==> src/rtl/core/stpseq_pkg.sv <==
// ----------------------------------------------------------------------------
// stpseq_pkg
// Shared types, opcodes and coil tables for the stepper coil sequencer.
// ----------------------------------------------------------------------------
`default_nettype none

package stpseq_pkg;

    localparam int COUNT_WIDTH_DEF = 16;
    localparam int DELAY_WIDTH_DEF = 16;

    // opcodes; code 3 behaves as a tick
    localparam logic [1:0] OP_TICK        = 2'd0;
    localparam logic [1:0] OP_START_COUNT = 2'd1;
    localparam logic [1:0] OP_START_ANGLE = 2'd2;
    localparam logic [1:0] OP_SPARE       = 2'd3;

    // register byte addresses
    localparam logic [2:0] ADDR_MODE  = 3'd0;
    localparam logic [2:0] ADDR_DELAY = 3'd4;

    localparam logic       MODE_RESET  = 1'b1;
    localparam logic [15:0] DELAY_RESET = 16'd2;

    // ceil(2^21 * 64 / 45): angle * ANGLE_RECIP >> 21 == floor(angle * 64 / 45)
    localparam logic [21:0] ANGLE_RECIP = 22'd2982617;

    localparam logic [3:0] HALF_TAB [8] = '{4'h8, 4'hC, 4'h4, 4'h6, 4'h2, 4'h3, 4'h1, 4'h9};
    localparam logic [3:0] FULL_TAB [4] = '{4'h8, 4'h4, 4'h2, 4'h1};

    typedef struct packed {
        logic        half_step_mode;
        logic [15:0] delay_ticks;
    } cfg_t;

    typedef struct packed {
        logic [1:0]  op;
        logic [15:0] cycle_count;
        logic [14:0] angle_deg;
        logic        forward;
    } item_t;

    typedef struct packed {
        logic [3:0] coils;
        logic       busy_res;
        logic       done_res;
        logic       rejected;
    } result_t;

    // pattern at a table position; position clamps to the current table's end
    function automatic logic [3:0] pattern_at(input logic mode, input logic fwd,
                                              input logic [2:0] pos);
        logic [2:0] last;
        logic [2:0] p;
        logic [2:0] idx;
        last = mode ? 3'd7 : 3'd3;
        p    = (pos > last) ? last : pos;
        idx  = fwd ? p : 3'(last - p);
        return mode ? HALF_TAB[idx] : FULL_TAB[idx[1:0]];
    endfunction

endpackage

`default_nettype wire

==> src/rtl/core/stpseq_regs.sv <==
// ----------------------------------------------------------------------------
// stpseq_regs
// APB configuration registers: step mode and per-pattern hold time.
// ----------------------------------------------------------------------------
`default_nettype none

module stpseq_regs (
    input  wire logic               aclk,
    input  wire logic               aresetn,
    input  wire logic               psel,
    input  wire logic               penable,
    input  wire logic               pwrite,
    input  wire logic [2:0]         paddr,
    input  wire logic [31:0]        pwdata,
    output logic [31:0]             prdata,
    output logic                    pready,
    output stpseq_pkg::cfg_t        cfg
);
    import stpseq_pkg::*;

    logic        mode_reg;
    logic [15:0] delay_reg;
    logic        wr_en;

    assign pready = 1'b1;
    assign wr_en  = psel && penable && pwrite && pready;

    always_ff @(posedge aclk) begin
        if (!aresetn) begin
            mode_reg  <= MODE_RESET;
            delay_reg <= DELAY_RESET;
        end else if (wr_en) begin
            if (paddr == ADDR_MODE) begin
                mode_reg <= pwdata[0];
            end
            if (paddr == ADDR_DELAY) begin
                delay_reg <= pwdata[15:0];
            end
        end
    end

    always_comb begin
        prdata = '0;
        if (paddr == ADDR_MODE) begin
            prdata = {31'd0, mode_reg};
        end else if (paddr == ADDR_DELAY) begin
            prdata = {16'd0, delay_reg};
        end
    end

    assign cfg.half_step_mode = mode_reg;
    assign cfg.delay_ticks    = delay_reg;

endmodule

`default_nettype wire

==> src/rtl/core/stpseq_angle.sv <==
// ----------------------------------------------------------------------------
// stpseq_angle
// Angle to cycle count: floor(angle * 64 / 45) by reciprocal multiply.
// ----------------------------------------------------------------------------
`default_nettype none

module stpseq_angle (
    input  wire logic [14:0] angle_deg,
    output logic [15:0]      cycles
);
    import stpseq_pkg::*;

    logic [36:0] prod;

    // exact for all 15-bit angles: rounding error of the reciprocal stays below 1/45
    assign prod   = 37'(angle_deg) * 37'(ANGLE_RECIP);
    assign cycles = prod[36:21];

endmodule

`default_nettype wire

==> src/rtl/core/stpseq_core.sv <==
// ----------------------------------------------------------------------------
// stpseq_core
// Sequencer state and next-state logic; updated once per processed word.
// ----------------------------------------------------------------------------
`default_nettype none

module stpseq_core #(
    parameter int COUNT_WIDTH = stpseq_pkg::COUNT_WIDTH_DEF,
    parameter int DELAY_WIDTH = stpseq_pkg::DELAY_WIDTH_DEF
) (
    input  wire logic               aclk,
    input  wire logic               aresetn,
    input  wire logic               step_en,
    input  stpseq_pkg::item_t       item,
    input  wire logic [15:0]        angle_cycles,
    input  stpseq_pkg::cfg_t        cfg,
    output stpseq_pkg::result_t     result
);
    import stpseq_pkg::*;

    localparam logic [31:0] CNT_MAX = 32'((64'd1 << COUNT_WIDTH) - 64'd1);
    localparam logic [31:0] DLY_MAX = 32'((64'd1 << DELAY_WIDTH) - 64'd1);
    localparam logic [DELAY_WIDTH-1:0] HOLD_ONE = DELAY_WIDTH'(1);
    localparam logic [COUNT_WIDTH-1:0] CNT_ONE  = COUNT_WIDTH'(1);

    logic                   running_reg, running_next;
    logic [2:0]             pos_reg, pos_next;
    logic [DELAY_WIDTH-1:0] hold_reg, hold_next;
    logic [COUNT_WIDTH-1:0] cycles_reg, cycles_next;
    logic                   dir_reg, dir_next;
    logic [3:0]             coil_reg, coil_next;

    logic                   is_start;
    logic [15:0]            cnt_raw;
    logic [31:0]            cnt_wide;
    logic [COUNT_WIDTH-1:0] cnt_sat;
    logic [31:0]            dly_wide;
    logic [DELAY_WIDTH-1:0] dly_load;
    logic                   wrap;
    logic [COUNT_WIDTH-1:0] cycles_dec;
    logic [2:0]             pos_adv;
    logic                   done;
    logic                   rej;

    assign is_start = (item.op == OP_START_COUNT) || (item.op == OP_START_ANGLE);
    assign cnt_raw  = (item.op == OP_START_COUNT) ? item.cycle_count : angle_cycles;
    assign cnt_wide = 32'(cnt_raw);
    assign cnt_sat  = (cnt_wide > CNT_MAX) ? CNT_MAX[COUNT_WIDTH-1:0]
                                           : cnt_wide[COUNT_WIDTH-1:0];

    // zero delay holds for one tick
    assign dly_wide = (cfg.delay_ticks == 16'd0) ? 32'd1 : 32'(cfg.delay_ticks);
    assign dly_load = (dly_wide > DLY_MAX) ? DLY_MAX[DELAY_WIDTH-1:0]
                                           : dly_wide[DELAY_WIDTH-1:0];

    // table is read live, so a mode switch mid-move can end a cycle early
    assign wrap       = ({1'b0, pos_reg} + 4'd1) >= (cfg.half_step_mode ? 4'd8 : 4'd4);
    assign cycles_dec = wrap ? (cycles_reg - CNT_ONE) : cycles_reg;
    assign pos_adv    = wrap ? 3'd0 : 3'(pos_reg + 3'd1);

    always_comb begin
        running_next = running_reg;
        pos_next     = pos_reg;
        hold_next    = hold_reg;
        cycles_next  = cycles_reg;
        dir_next     = dir_reg;
        coil_next    = coil_reg;
        done         = 1'b0;
        rej          = 1'b0;
        priority if (is_start) begin
            if (running_reg) begin
                rej = 1'b1;
            end else if (cnt_sat == '0) begin
                coil_next = 4'd0;
            end else begin
                running_next = 1'b1;
                dir_next     = item.forward;
                cycles_next  = cnt_sat;
                pos_next     = 3'd0;
                coil_next    = pattern_at(cfg.half_step_mode, item.forward, 3'd0);
                hold_next    = dly_load;
            end
        end else if (running_reg) begin
            if (hold_reg > HOLD_ONE) begin
                hold_next = hold_reg - HOLD_ONE;
            end else begin
                cycles_next = cycles_dec;
                if (cycles_dec == '0) begin
                    running_next = 1'b0;
                    pos_next     = 3'd0;
                    hold_next    = '0;
                    coil_next    = 4'd0;
                    done         = 1'b1;
                end else begin
                    pos_next  = pos_adv;
                    coil_next = pattern_at(cfg.half_step_mode, dir_reg, pos_adv);
                    hold_next = dly_load;
                end
            end
        end else begin
            // tick while idle: nothing moves
            running_next = running_reg;
        end
    end

    always_ff @(posedge aclk) begin
        if (!aresetn) begin
            running_reg <= 1'b0;
            pos_reg     <= 3'd0;
            hold_reg    <= '0;
            cycles_reg  <= '0;
            dir_reg     <= 1'b1;
            coil_reg    <= 4'd0;
        end else if (step_en) begin
            running_reg <= running_next;
            pos_reg     <= pos_next;
            hold_reg    <= hold_next;
            cycles_reg  <= cycles_next;
            dir_reg     <= dir_next;
            coil_reg    <= coil_next;
        end
    end

    assign result.coils    = coil_next;
    assign result.busy_res = running_next;
    assign result.done_res = done;
    assign result.rejected = rej;

endmodule

`default_nettype wire

==> src/rtl/core/stepper_coil_sequencer.sv <==
// ----------------------------------------------------------------------------
// stepper_coil_sequencer
// Four-coil stepper sequencer: half-step or single-coil tables, moves by
// cycle count or angle, one result word per command or tick word.
// ----------------------------------------------------------------------------
//  channel  | ports                                        | dir
//  ---------+----------------------------------------------+-----
//  input    | s_valid s_ready s_op s_cycle_count           | in
//           | s_angle_deg s_forward                        |
//  result   | m_valid m_ready m_coils m_busy_res           | out
//           | m_done_res m_rejected                        |
//  config   | psel penable pwrite paddr pwdata prdata pready | APB
//
//  From input accept to result valid a word passes the input register, then the
//  sequencer step (angle multiply and counter update) into the result register.
//  One word per cycle sustained; s_ready drops only when both registers are full
//  and m_ready is low.
//  Synchronous active-low reset; coils off, not busy, mode half-step, delay 2.
// ----------------------------------------------------------------------------
`default_nettype none

module stepper_coil_sequencer #(
    parameter int COUNT_WIDTH = stpseq_pkg::COUNT_WIDTH_DEF,
    parameter int DELAY_WIDTH = stpseq_pkg::DELAY_WIDTH_DEF
) (
    input  wire logic        aclk,
    input  wire logic        aresetn,
    input  wire logic        s_valid,
    output logic             s_ready,
    input  wire logic [1:0]  s_op,
    input  wire logic [15:0] s_cycle_count,
    input  wire logic [14:0] s_angle_deg,
    input  wire logic        s_forward,
    output logic             m_valid,
    input  wire logic        m_ready,
    output logic [3:0]       m_coils,
    output logic             m_busy_res,
    output logic             m_done_res,
    output logic             m_rejected,
    input  wire logic        psel,
    input  wire logic        penable,
    input  wire logic        pwrite,
    input  wire logic [2:0]  paddr,
    input  wire logic [31:0] pwdata,
    output logic [31:0]      prdata,
    output logic             pready
);
    import stpseq_pkg::*;

    cfg_t        cfg;
    item_t       in_item_reg;
    logic        in_valid_reg;
    result_t     res_reg;
    result_t     res_next;
    logic        m_valid_reg;
    logic        step_en;
    logic [15:0] angle_cycles;

    stpseq_regs u_regs (
        .aclk    (aclk),
        .aresetn (aresetn),
        .psel    (psel),
        .penable (penable),
        .pwrite  (pwrite),
        .paddr   (paddr),
        .pwdata  (pwdata),
        .prdata  (prdata),
        .pready  (pready),
        .cfg     (cfg)
    );

    stpseq_angle u_angle (
        .angle_deg (in_item_reg.angle_deg),
        .cycles    (angle_cycles)
    );

    stpseq_core #(
        .COUNT_WIDTH (COUNT_WIDTH),
        .DELAY_WIDTH (DELAY_WIDTH)
    ) u_core (
        .aclk         (aclk),
        .aresetn      (aresetn),
        .step_en      (step_en),
        .item         (in_item_reg),
        .angle_cycles (angle_cycles),
        .cfg          (cfg),
        .result       (res_next)
    );

    assign step_en = in_valid_reg && (!m_valid_reg || m_ready);
    assign s_ready = !in_valid_reg || step_en;

    always_ff @(posedge aclk) begin
        if (!aresetn) begin
            in_valid_reg <= 1'b0;
        end else if (s_ready) begin
            in_valid_reg <= s_valid;
        end
    end

    always_ff @(posedge aclk) begin
        if (s_valid && s_ready) begin
            in_item_reg.op          <= s_op;
            in_item_reg.cycle_count <= s_cycle_count;
            in_item_reg.angle_deg   <= s_angle_deg;
            in_item_reg.forward     <= s_forward;
        end
    end

    always_ff @(posedge aclk) begin
        if (!aresetn) begin
            m_valid_reg <= 1'b0;
        end else if (step_en) begin
            m_valid_reg <= 1'b1;
        end else if (m_ready) begin
            m_valid_reg <= 1'b0;
        end
    end

    always_ff @(posedge aclk) begin
        if (step_en) begin
            res_reg <= res_next;
        end
    end

    assign m_valid    = m_valid_reg;
    assign m_coils    = res_reg.coils;
    assign m_busy_res = res_reg.busy_res;
    assign m_done_res = res_reg.done_res;
    assign m_rejected = res_reg.rejected;

    // a finished move leaves the coils off and the sequencer idle
    assert property (@(posedge aclk) disable iff (!aresetn)
        m_valid && m_done_res |-> !m_busy_res && (m_coils == 4'd0))
        else $error("done without idle coils");

    // a start can only be refused while a move is under way
    assert property (@(posedge aclk) disable iff (!aresetn)
        m_valid && m_rejected |-> m_busy_res && !m_done_res)
        else $error("reject while idle");

    // input stalls only when both stages are full and the sink is stalled
    assert property (@(posedge aclk) disable iff (!aresetn)
        !s_ready |-> in_valid_reg && m_valid_reg && !m_ready)
        else $error("input stalled with room");

endmodule

`default_nettype wire

==> config.mk <==
export PLATFORM = sky130hd
export DESIGN_NAME = stepper_coil_sequencer
export DESIGN_NICKNAME = d
export VERILOG_FILES = /design/src/rtl/core/stpseq_pkg.sv /design/src/rtl/core/stpseq_regs.sv /design/src/rtl/core/stpseq_angle.sv /design/src/rtl/core/stpseq_core.sv /design/src/rtl/core/stepper_coil_sequencer.sv
export SDC_FILE = /design/constraint.sdc
export NUM_CORES = 1
export LEC_CHECK = 0
export ABC_AREA = 1
export BUFFER_PORTS_ARGS = -buffer_cell sky130_fd_sc_hd__buf_4
export CAP_MARGIN = 15
export CELL_PAD_IN_SITES_DETAIL_PLACEMENT = 0
export CELL_PAD_IN_SITES_GLOBAL_PLACEMENT = 2
export CORE_MARGIN = 2
export CORE_UTILIZATION = 35
export CTS_BUF_LIST = sky130_fd_sc_hd__clkbuf_4 sky130_fd_sc_hd__clkbuf_8
export CTS_CLUSTER_DIAMETER = 100
export DETAILED_ROUTE_END_ITERATION = 6
export GPL_TIMING_DRIVEN = 0
export PLACE_DENSITY_LB_ADDON = 0.2
export SLEW_MARGIN = 20
export SYNTH_ARGS = -nofsm -noshare
export SYNTH_HDL_FRONTEND = slang
export SYNTH_SLANG_ARGS = --single-unit
==> constraint.sdc <==
create_clock -name aclk -period 7.6 [get_ports aclk]
set_input_delay 0.38 -clock aclk [delete_from_list [all_inputs] [get_ports aclk]]
set_output_delay 0.38 -clock aclk [all_outputs]
set_load 0.01 [all_outputs]
==> results of run 1 <==
where the power goes:
| group | internal (uW) | switching, uW |
|---|---|---|
| sequential | 598 | 27.6 |
| clock | 162 | 241 |
| combinational | 1430 | 2850 |
kinds of logic after synthesis:
group           after synthesis
simple gates                726
compound gates              149
flops                       101
buf+inv                     408
xor+xnor                     31
other cells                   2
fa+ha+maj                   205
through the flow:
stage          total power (uW)  instances  setup WS [ns]  utilization
2_1_floorplan              3680       1637           1.95            -
3_3_place_gp               4910       2123           1.14        0.395
3_5_place_dp               4900       2124           1.07        0.396
4_1_cts                    5350       2140           1.05        0.403
5_1_grt                    5960       2140          0.596        0.403
6_report                   5310       2140           1.16        0.403
metal layers:
| layer | GRT usage | wire, um |
|---|---|---|
| met5 | 0 | 0 |
| met4 | 0.0400 | 320 |
| met3 | 0.0277 | 1280 |
| met2 | 0.333 | 14600 |
| met1 | 0.293 | 17200 |
synthesized netlist by cell type (11+ instances only):
library cell	n
fa_1	78
o21ai_1	13
edfxtp_1	41
o21ai_0	43
nand3_1	80
nor2_1	177
nand2_1	406
inv_1	351
a21oi_1	59
a22oi_1	12
ha_1	127
xor2_1	28
nor3_1	11
clkbuf_1	17
dfxtp_1	60
buf_4	19
nand4_1	18
layout make-up:
| type | count | area [um2] | area share |
|---|---|---|---|
| plain buffers | 49 | 290 | 0.0227 |
| clock buffers | 9 | 124 | 0.00969 |
| clock inverters | 7 | 92.6 | 0.00725 |
| inverters | 359 | 1350 | 0.105 |
| multi-input cells | 1128 | 7340 | 0.574 |
| flip-flops and latches | 101 | 2430 | 0.190 |
| well taps | 402 | 503 | 0.0394 |
| repair buffers | 85 | 651 | 0.0509 |
cells in the final DEF, fill, tap and decap left out, drive strengths merged, types with 2 or more instances in the layout:
cell type / n
nand2: 411
inv: 362
nor2: 189
ha: 127
buf: 117
nand3: 83
fa: 78
dfxtp: 60
a21oi: 59
o21ai: 56
edfxtp: 41
xor2: 28
clkbuf: 26
nand4: 18
conb: 17
nor3: 13
a22oi: 12
a31oi: 6
o211ai: 4
xnor2: 3
o2111ai: 3
o21bai: 3
and2: 3
o22ai: 3
nor4: 3
clkinv: 3
or2: 2
nand3b: 2
and3: 2
worst max-delay path by stage:
stage	slack [ns]	end	from
after floorplan	1.95	u_core.hold_reg[14]	in_item_reg[13]
after global placement	1.14	u_core.hold_reg[9]	in_item_reg[13]
after detailed placement	1.07	u_core.hold_reg[9]	in_item_reg[13]
after CTS	1.05	u_core.hold_reg[14]	in_item_reg[13]
after global routing	0.60	u_core.hold_reg[10]	in_item_reg[13]
final	1.16	u_core.hold_reg[9]	in_item_reg[13]
worst reg2reg max path, delay by kind of cell, from the launching register on:
kind                     cells  cell delay, ns
buffers and inverters        8            0.61
adder cells (fa/ha/maj)      7            3.33
AND/OR/NAND/NOR             15            1.83
AO/OA/AOI/OAI                1            0.08
flip-flops                   1            0.51
==> results.py, run 1 <==
metrics = {
    "clocking": {
        "holdBufCountCts": 0,
        "clock_tree.buffer_depth": 2,
        "cts_tree": "yes",
        "number_of_buffers_inserted_by_post_cts_setup_repair": 0,
        "clock_latency_on_the_worst_skew_pair_ns": 0.43,
        "cts.clk_slew.worst_paths_ns": 0.12,
        "cts_sinks": 101,
        "cts-root-buf": "clkbuf_8",
        "cts-htree-levels": 3,
        "cts-buffers-inserted": 9,
        "ctsResizeCount": 0,
    },
    "yosys": {
        "post_synth_arst_share": 0,
        "syn-instance-count": 1622,
        "synth.avg_cell_area_um2": 7.00,
        "synth_ff_type": "dfxtp_1",
        "synthXorXnorAreaFrac": 0.0239,
        "synth.distinct_cells": 45,
        "synth-adder-area-share": 0.278,
        "yosys-top-cells-area": "ha_1 14%, fa_1 14%, nand2_1 13%, inv_1 12%, edfxtp_1 11%",
        "main_combinational_cell_family_by_area_after_synthesis": "adder cells",
        "post_synth_mux_area_share": 0,
        "synth_compound_area_frac": 0.0726,
        "yosys_register_bits": 101,
        "most_area_hungry_cell_type_in_the_yosys_netlist": "ha_1",
        "synth_top_area_frac": 0.140,
        "ys_seq_area_frac": 0.214,
        "synth_area_mm2": 0.0114,
        "synth_simple_gate_area_share": 0.267,
        "synth.yosys.warnings": 0,
        "synth_edf_count": 41,
    },
    "cells_and_area": {
        "largest_reg_flops": 34,
        "fillers": 3447,
        "final_cell_area_mm2": 0.0128,
        "num-nets-final": 2014,
        "area_delta_synth_final_pct": 12.6,
        "n_antenna_cell": 0,
        "layout-drive-gt1-share": 0.0926,
    },
    "power": {
        "power.density_cell_area_mw_per_mm2": 416,
        "vdd_ir_drop_max_v": 0.000220,
        "total_leakage_power_uw": 0.00700,
    },
    "timing": {
        "worstMarginPinSlew_ns": 0.721,
        "setup-tns-final_ns": 0,
        "max_slew_margin": 0.519,
        "skew_ns": 0.0175,
        "final_critical_path_share_of_the_clock_period": 0.848,
        "hold_viol": 0,
        "final.min_clock_period_ns": 6.44,
        "max_clock_freq_mhz": 155,
        "whs_ns": 0.114,
        "setup-violations-final": 0,
        "unrepaired_setup_endpoints_after_global_routing": "false",
        "drv_slew": 0,
    },
    "place": {
        "dpl-instance-area_mm2": 0.0126,
        "place_hpwl_um": 28300,
        "gp_congestion": 0.885,
        "port_buffers": 84,
    },
    "routing": {
        "drt_pass1_iterations": 5,
        "finalWirelength_um": 33400,
        "post_drt_wl_per_cell_um": 15.6,
        "drc": 0,
        "via_count": 9911,
        "starting_drc_count_in_detailed_routing": 548,
        "drt.antenna.violating_nets": 0,
        "avgViaCountPerCell": 4.63,
    },
    "die": {
        "floorplan.die.height_um": 184,
        "ios": 118,
        "core.rowCount": 65,
        "initial_core_util": 0.358,
        "die-area_mm2": 0.0339,
        "coreArea_mm2": 0.0317,
        "die_width_um": 184,
    },
    "setup_path": {
        "critical_path.top_delay_family": "adder cells",
        "ff2ff_path_depth": 31,
        "critical_path.endpoint_type": "flip-flop",
        "worstSetupPathDepth": 31,
        "crit_path_most_repeated_cell": "inv_1",
        "crit_path_start_kind": "flip-flop",
        "timing.critical_path.arrival_ns": 6.77,
        "critPathSlowestCell": "fa_1",
        "reg2reg_to": "u_core.hold_reg[9]",
        "r2r_start": "in_item_reg[13]",
        "critical_path.n_buffers_inverters": 8,
        "path_max_fanout": 10,
        "cpPeakStageDelay_ns": 0.58,
        "regToRegSetupSlack_ns": 1.16,
        "critical_path_class": "reg2reg",
        "worst_ep_required_time_ns": 7.92,
    },
    "grt": {
        "grt_overflow": 0,
        "first_pass_grt_wire_length_um": 53300,
        "grt_max_degree": 21,
        "groute.usage.overall": 0.206,
        "grt_antenna_before_repair": 0,
        "first_global_vias": 9929,
    },
    "job": {
        "cap_violations": 0,
    },
    "outcome": {
        "run_status": "complete, no violations",
    },
    "hold_path": {
        "hold-path-endpoint": "in_item_reg[9]",
        "holdCritPathClass": "in2reg",
        "holdCritStartpoint": "s_angle_deg[8]",
        "worst_hold_path.num_cells": 1,
    },
}
Note: power is estimated with default switching activity, not from simulation.
==> inputs of run 2 (changes only) <==
- ABC_AREA: 1 -> 0
- CORE_UTILIZATION: 35 -> 38
- clock period: 7.6 -> 6.5 ns (I/O delays scaled with it)
==> run 2 against run 1 <==
Against the previous run: the run now ends with negative setup slack left; non-clock buffer count is 63 higher; total power is 27% higher; clock power is 22% higher; maximum frequency is 5.5% lower; die area is 12% lower; via count is 4.7% lower; critical path type unchanged.
==> results.py, run 2 <==
metrics = {
    "cells_and_area": {
        "area_delta_synth_final_pct": 20.1,
        "layout-drive-gt1-share": 0.199,
        "mostFrequentLayoutCell": "inv_1",
        "num-nets-final": 1661,
        "n_antenna_cell": 0,
        "mostFrequentLayoutCells": "162 x inv_1, 137 x buf_4, 120 x ha_1, 106 x nand2_1, 76 x fa_1",
        "final_util": 0.466,
        "regArea_mm2": 0.00243,
        "multi_input_gate_area_in_the_final_layout_mm2": 0.00771,
        "fillers": 2799,
        "largest_reg_flops": 34,
    },
    "clocking": {
        "cts-buffers-inserted": 9,
        "clock_latency_on_the_worst_skew_pair_ns": 0.41,
        "cts-root-buf": "clkbuf_8",
        "holdBufCountCts": 0,
        "cts_tree": "yes",
        "cts-htree-levels": 3,
        "cts.clk_slew.worst_paths_ns": 0.12,
        "cts_sinks": 101,
        "clock_tree.buffer_depth": 2,
    },
    "setup_path": {
        "crit_path_start_kind": "flip-flop",
        "worst_ep_required_time_ns": 6.81,
        "path_max_fanout": 6,
        "timing.critical_path.arrival_ns": 7.13,
        "regToRegSetupSlack_ns": -0.32,
        "critical_path_class": "reg2reg",
        "critical_path.endpoint_type": "flip-flop",
    },
    "timing": {
        "drv_slew": 0,
        "final_critical_path_share_of_the_clock_period": 1.05,
        "hold_viol": 0,
        "max_slew_margin": 0.341,
        "setup-violations-final": 42,
        "setup_slack_ns": -0.317,
        "setup-tns-final_ns": -9.28,
        "final.min_clock_period_ns": 6.82,
        "max_clock_freq_mhz": 147,
        "skew_ns": 0.0236,
        "worstMarginPinSlew_ns": 0.981,
        "unrepaired_setup_endpoints_after_global_routing": "true",
    },
    "grt": {
        "first_pass_grt_wire_length_um": 52900,
        "grt_max_degree": 26,
        "grt_overflow": 0,
        "first_global_vias": 9515,
        "grt_antenna_before_repair": 0,
        "groute.usage.overall": 0.225,
    },
    "place": {
        "port_buffers": 84,
        "place_hpwl_um": 26200,
        "gp_congestion": 0.859,
    },
    "yosys": {
        "post_synth_arst_share": 0,
        "synth.yosys.warnings": 0,
        "synth_area_mm2": 0.0108,
        "synth_top_area_frac": 0.147,
        "yosys-top-cells-area": "ha_1 15%, fa_1 14%, edfxtp_1 11%, dfxtp_1 11%, inv_1 5.9%",
        "leading_post_synthesis_cells_by_instance_count": "169 x inv_1, 127 x ha_1, 107 x nand2_1",
        "synth_ff_type": "dfxtp_1",
        "synth.distinct_cells": 98,
        "synth_edf_count": 41,
        "ys_seq_area_frac": 0.225,
        "synth.most_common_cell": "inv_1",
        "syn-instance-count": 1221,
        "most_area_hungry_cell_type_in_the_yosys_netlist": "ha_1",
        "synth.avg_cell_area_um2": 8.87,
        "yosys_register_bits": 101,
    },
    "die": {
        "floorplan.die.height_um": 173,
        "die_width_um": 173,
        "coreArea_mm2": 0.0279,
        "initial_core_util": 0.388,
        "die-area_mm2": 0.0299,
        "ios": 118,
        "core.rowCount": 61,
    },
    "power": {
        "sequentialPowerShare": 0.110,
        "switching_power_uw": 3630,
        "p_total_uw": 6740,
        "power.combinational.fraction": 0.817,
        "power.switching_fraction": 0.538,
        "internal-power_uw": 3110,
        "clock_power_share": 0.073,
        "total_leakage_power_uw": 0.00574,
        "power.density_cell_area_mw_per_mm2": 518,
        "vdd_ir_drop_max_v": 0.000396,
    },
    "outcome": {
        "violations": "negative setup slack",
        "run_status": "complete, but fails checks",
    },
    "routing": {
        "drt.antenna.violating_nets": 0,
        "post_drt_wl_per_cell_um": 18.9,
        "starting_drc_count_in_detailed_routing": 629,
        "drc": 0,
        "avgViaCountPerCell": 5.36,
        "finalWirelength_um": 33300,
        "via_count": 9449,
        "drt_pass1_iterations": 5,
    },
    "hold_path": {
        "holdCritPathClass": "in2reg",
    },
    "job": {
        "cap_violations": 0,
    },
}
==> run 2: cell count changes after synthesis, moves of 14 or more <==
cell / before / now
nor2_1: 177 / 67
and2_1: 3 / 24
a21oi_1: 59 / 79
inv_1: 351 / 169
xnor2_1: 3 / 17
nand2_1: 406 / 107
nand3_1: 80 / 19
xor2_1: 28 / 5
o22ai_1: 3 / 18
nor3_1: 11 / 43
==> run 2: critical path, cell delays in order, from the launching register on <==
cell	delay, ns
edfxtp_1	0.48
ha_4	0.31
inv_2	0.03
fa_1	0.52
inv_2	0.04
fa_1	0.51
inv_2	0.05
fa_1	0.52
inv_2	0.04
fa_1	0.50
inv_2	0.04
fa_1	0.54
inv_2	0.05
ha_4	0.26
and3_4	0.16
nor2b_4	0.12
and3_4	0.16
or3_4	0.41
a221oi_4	0.25
mux2_4	0.34
a2111o_1	0.33
buf_6	0.15
buf_6	0.11
a2111oi_4	0.31
buf_4	0.19
nor2_4	0.05
o31ai_1	0.25
==> run 2: logic make-up (layout without fill, tap and decap cells) <==
| logic type | Yosys count | after routing | synth area share |
|---|---|---|---|
| muxes | 15 | 15 | 0.0144 |
| other | 2 | 17 | 0.000693 |
| buffers and inverters | 236 | 385 | 0.0986 |
| DFF | 101 | 101 | 0.225 |
| xor gates and xnor gates | 22 | 22 | 0.0178 |
| and+or+nand+nor | 351 | 351 | 0.168 |
| AOI/OAI and AO/OA | 289 | 289 | 0.185 |
| adders and majority gates | 205 | 205 | 0.291 |
==> run 2: final cells by class <==
cell class / instances / area share
buffer: 64 / 0.0330
sequential: 101 / 0.187
clock inverter: 5 / 0.00645
clock buffer: 11 / 0.0112
timing repair buffer: 133 / 0.0834
multi-input combinational: 899 / 0.593
inverter: 172 / 0.0496
tap: 378 / 0.0364
==> run 2: worst paths after layout <==
kind                        start                   end  cells past startpoint
min reg2reg  u_regs.delay_reg[10]  u_regs.delay_reg[10]                      2
max               in_item_reg[14]    u_core.hold_reg[1]                     26
max reg2reg       in_item_reg[14]    u_core.hold_reg[1]                     26
min             s_cycle_count[11]       in_item_reg[27]                      1
==> run 2: power groups by stage <==
stage / clock (uW) / combinational [uW] / sequential, uW
after global routing: 523 / 6130 / 744
after floorplan: 0 / 3630 / 743
after detailed placement: 0 / 4950 / 756
after global placement: 0 / 4990 / 756
after CTS: 503 / 5220 / 738
final: 492 / 5510 / 739
==> run 2: repair_timing <==
item,CTS,global route
gates resized for setup,37,32
pin swaps,23,27
setup endpoints to repair,42,42
buffers inserted,32,15
gates cloned,1,1
==> run 2: metal layers <==
layer | GRT usage | wire [um] | vias up
li1 | - | - | 4605
met5 | 0 | 0 | -
met1 | 0.305 | 15300 | 4578
met3 | 0.0323 | 1360 | 37
met2 | 0.378 | 16000 | 229
met4 | 0.0544 | 656 | 0
==> run 2: metrics by stage <==
stage,worst slack (ns),instances,hold WS (ns),instance area (um2)
6_report,-0.317,1763,0.0811,13000
5_1_grt,-0.652,1763,0.0629,13000
4_1_cts,-0.324,1748,0.0660,12700
3_5_place_dp,-0.716,1699,0.476,12100
3_3_place_gp,-0.729,1698,0.465,12100
2_1_floorplan,0.00536,1236,0.424,10900
